--- src/hdl/psh_ram_1r.sv ---
// ----------------------------------------------------------------------------
// psh_ram_1r
// Synchronous memory with one write port and one registered read port.
// ----------------------------------------------------------------------------
module psh_ram_1r #(
  parameter int unsigned WIDTH = 32,
  parameter int unsigned DEPTH = 64
) (
  input  logic                     clk,
  input  logic                     we,
  input  logic [$clog2(DEPTH)-1:0] waddr,
  input  logic [WIDTH-1:0]         wdata,
  input  logic [$clog2(DEPTH)-1:0] raddr,
  output logic [WIDTH-1:0]         rdata
);

  logic [WIDTH-1:0] mem [DEPTH];

  // Write port.
  always_ff @(posedge clk) begin
    if (we) begin
      mem[waddr] <= wdata;
    end
  end

  // Registered read port.
  always_ff @(posedge clk) begin
    rdata <= mem[raddr];
  end

endmodule

--- config.mk ---
export PLATFORM = sky130hd
export DESIGN_NAME = psh_ram_1r
export DESIGN_NICKNAME = d
export VERILOG_FILES = /design/src/hdl/psh_ram_1r.sv
export SDC_FILE = /design/constraint.sdc
export NUM_CORES = 2
export LEC_CHECK = 0
export BUFFER_PORTS_ARGS = -buffer_cell sky130_fd_sc_hd__buf_2
export CAP_MARGIN = 10
export CORE_MARGIN = 5
export CORE_UTILIZATION = 40
export DETAILED_ROUTE_END_ITERATION = 7
export PLACE_DENSITY_LB_ADDON = 0.05
export SLEW_MARGIN = 30
export SYNTH_ARGS = -nofsm -noshare
export SYNTH_HDL_FRONTEND = slang
export SYNTH_SLANG_ARGS = --single-unit
export TNS_END_PERCENT = 5
--- constraint.sdc ---
create_clock -name clk -period 4 [get_ports clk]
set_clock_uncertainty 0.2 [all_clocks]
set_input_delay 0.4 -clock clk [delete_from_list [all_inputs] [get_ports clk]]
set_output_delay 0.4 -clock clk [all_outputs]
set_load 0.005 [all_outputs]
# ---- Word-level counts from Yosys, hierarchy flattened
# Memories as Yosys holds them, arrays and structs flattened. A register that Yosys moved wholly into a read port is not among the register bits.
# Cells that the tools add are included.
dict set report word_totals {
  ff_bits 0
  ramBits 2048
  input_bits 46
  out_inout_bits 32
  elab_cells 3
  memories 1
}
dict set report classes {
  mux 2
}
# memory words width rd rd_ports_with_merged_regs write_ports line_no
set mem_list {}
lappend mem_list {mem 64 32 1 1 1 17} ;# logic [WIDTH-1:0] mem [DEPTH];
# operator n
set op_table {}
lappend op_table {{$mux 1} 2}

# ---- Logic depth before layout (Yosys ltp)
dict set report depth {
  depth_word 2
  depth_mapped 10
  mapped_depth_nobuf 5
}

# ---- Worst setup path after synthesis
# No wires, ideal clock.
dict set report synth_path {
  path_kind {input-to-reg}
  from {input waddr[3]}
  to {memory mem[48][0] (enable)}
  setup_ps 461
  t_arrival_ps 3099
  required_time_ps 3339
  slack_ps 240
  cell_stages 4
  path_buffers 1
  cell_sequence {clkbuf_1 -> nor2b_1 -> nand4b_1 -> nor3_1}
}
# item line_no
set synth_lines {}
lappend synth_lines {{start, declared} 11} ;# input logic [$clog2(DEPTH)-1:0] waddr,
lappend synth_lines {{end, declared} 17}
# No word-level cell before the write port.

==> key figures <==
Outcome
  • Status: complete, no violations

Job
  • Max cap viols: 0

Finish
  • Area growth syn-to-layout: 16.5%
  • Filler cells: 16,000
  • Share of layout cells above drive strength 1: 31.8%
  • Nets@finish: 3,736

Placed design
  • # port buffers: 77
  • Final Wtd Congestion: 0.764
  • Post-DP HPWL: 128,000 um

Yosys
  • YS warnings: 0
  • Synth area leader: edfxtp_1
  • Post-Syn Area per Cell: 23.6 um^2
  • Syn Nets: 3,370
  • Area of the mapped netlist: 78,500 um^2
  • Area contributors post-synth: edfxtp_1 (78%), mux4_2 (16%), mux2i_1 (1.2%)
  • Cell count after synthesis: 3,324
  • Synthesized flop and latch total: 2,080
  • Seq/Total Area, Yosys: 79.1%
  • Top cell type's share of synthesized area: 78.3%
  • Yosys cell types: 34

CTS
  • Sink Count: 2,080
  • H-tree levels: 4
  • CTS Root Cell: clkbuf_16
  • TritonCTS clock tree: yes
  • Postcts setup bufs: 0
  • Worst-skew pair later-pin latency: 0.85 ns
  • Post-cts resize count: 0
  • CTS buffer count: 215
  • CTS clk-pin slew, worst paths: 0.06 ns
  • Clock Path Buffers: 3

Global route
  • First-pass GRT wire length: 309,000 um
  • Vias in the first global route: 38,700
  • Largest net degree at the start of global routing: 65
  • Initial antenna violation count: 18
  • Grt ovf: 0
  • GRT Overall Usage: 21.7%

Floorplan
  • Chip Height: 453 um
  • Ports: 78
  • Die width: 453 um
  • Initial core utilization: 40.2%
  • Die ar.: 205,000 um^2
  • Cell Rows: 162
  • Core Region: 195,000 um^2

Pwr
  • Leak: 0.0286 uW
  • Total power: 46,200 uW
  • Max VDD drop: 365 uV
  • PD cells: 505 nW/um^2

Drt
  • Antenna Nets Post-Route: 0
  • DRC errors left: 0
  • WL final: 223,000 um
  • Routed len/inst: 34.2 um
  • Initial DRC Count: 3,283
  • Via Count: 37,100
  • TritonRoute pass-1 iters: 5
  • Via density: 5.70

STA
  • TNS Setup: 0 ns
  • Relative slew slack: 38.0%
  • Post-route clock period utilization: 73.6%
  • Slew @ Worst Pin: 0.930 ns
  • Max Freq: 0.340 GHz
  • # setup viols final: 0
  • Slew Limit Fails: 0
  • Min cycle time layout: 2.94 ns
  • Hold Fails Final Rpt: 0
  • Unrepaired setup endpoints after global routing: false

Hold path
  • Worst min path class: primary input to flip-flop

Critical path
  • Element type at the critical path end: flip-flop
  • Crit Path Class: primary input to flip-flop
  • Worst path arrival time: 3.44 ns
  • Startpoint class of the critical path: primary input
  • CP max FO: 51
  • CP required: 4.50 ns
cells by family after synthesis:
family / synth area share (%)
flip-flops: 79.1
buffers and inverters: 1.13
AO/OA/AOI/OAI: 1.67
multiplexers: 16.8
AND/OR/NAND/NOR: 1.27
through the flow:
stage	instances	area (um^2)	utilization (%)	hold WS, ns	worst slack, ns
4_1_cts	6497	91400	46.8	0.0175	1.14
6_report	6510	91500	46.9	0.0646	1.06
3_5_place_dp	6065	84200	43.1	0.548	0.212
2_1_floorplan	3324	78500	-	0.299	0.240
3_3_place_gp	6064	84100	43.1	0.538	0.242
5_1_grt	6509	91500	46.9	0.0642	1.07
placed cells by master, fill, tap and decap left out, drive strengths merged, types with 3 or more instances in the layout:
cell,count
a21oi,62
a22oi,12
a311oi,8
a41o,4
and3,4
buf,300
bufinv,14
clkbuf,302
clkinv,77
clkinvlp,6
dfxtp,32
diode,8
dlygate4sd3,31
edfxtp,2048
inv,6
mux2i,93
mux4,544
nand2,26
nand2b,8
nand3,5
nand3b,5
nor2,137
nor2b,15
nor3,7
o221ai,27
o22ai,84
o32ai,4
or2,3
or3,3
or3b,5
final cells by class:
type / instances / area [um^2] / area share [%]
Sequential cell: 2080 / 62100 / 67.9
Antenna cell: 8 / 20.0 / 0.0219
Clock inverter: 103 / 1000 / 1.10
Multi-Input combinational cell: 1062 / 16000 / 17.5
Timing Repair Buffer: 331 / 3100 / 3.39
Clock buffer: 302 / 5990 / 6.54
Tap cell: 2624 / 3280 / 3.59
layer usage:
layer  part of all wire (%)  track usage, %  up-vias
li1                       -               -    15000
met1                     43            30.0    20500
met2                     49            35.3     1250
met3                    5.6            3.75      330
met4                    3.3            7.11        4
met5                  0.013               0        -
power breakdown:
group	total, uW	switching [uW]	internal (uW)
sequential	24200	98.1	24100
combinational	2310	1410	895
clock	19700	8320	11300
Yosys cell counts, drive strengths merged:
library cell and count:
a21oi 62, a22oi 12, a311oi 8, a31oi 1, a41o 4, and2 2, and3 4, buf 108
clkbuf 74, dfxtp 32, edfxtp 2048, mux2i 93, mux4 544, nand2 26, nand2b 8, nand3 5
nand3b 5, nand4 2, nand4b 1, nor2 137, nor2b 15, nor3 7, o221ai 27, o22ai 84
o32ai 4, or2 3, or3 3, or3b 5
path summary, 6_finish.rpt:
path | startpoint | to | slack [ns] | cells past startpoint
max reg2reg | mem[47][26]$_DFFE_PP_ | rdata[26]$_DFF_P_ | 1.45 | 4
min reg2reg | mem[29][8]$_DFFE_PP_ | rdata[8]$_DFF_P_ | 0.57 | 4
min | wdata[25] | mem[16][25]$_DFFE_PP_ | 0.06 | 1
max | raddr[0] | rdata[26]$_DFF_P_ | 1.06 | 7
worst max-delay path, cell delays in order:
cell	delay, ns
buf_8	0.24
buf_12	0.39
buf_4	0.29
mux4_2	0.52
mux4_2	0.48
o22ai_1	0.73
nor2_1	0.12
repair_timing:
item	CTS	global route
hold endpoints to repair	1304	224
setup endpoints to repair	0	0
hold buffers	27	4
sequential cells by signal, indices dropped and copies added (netlist names):
register / flops
rdata: 32
mem: 2048
Power figures use the tool's default switching activity.
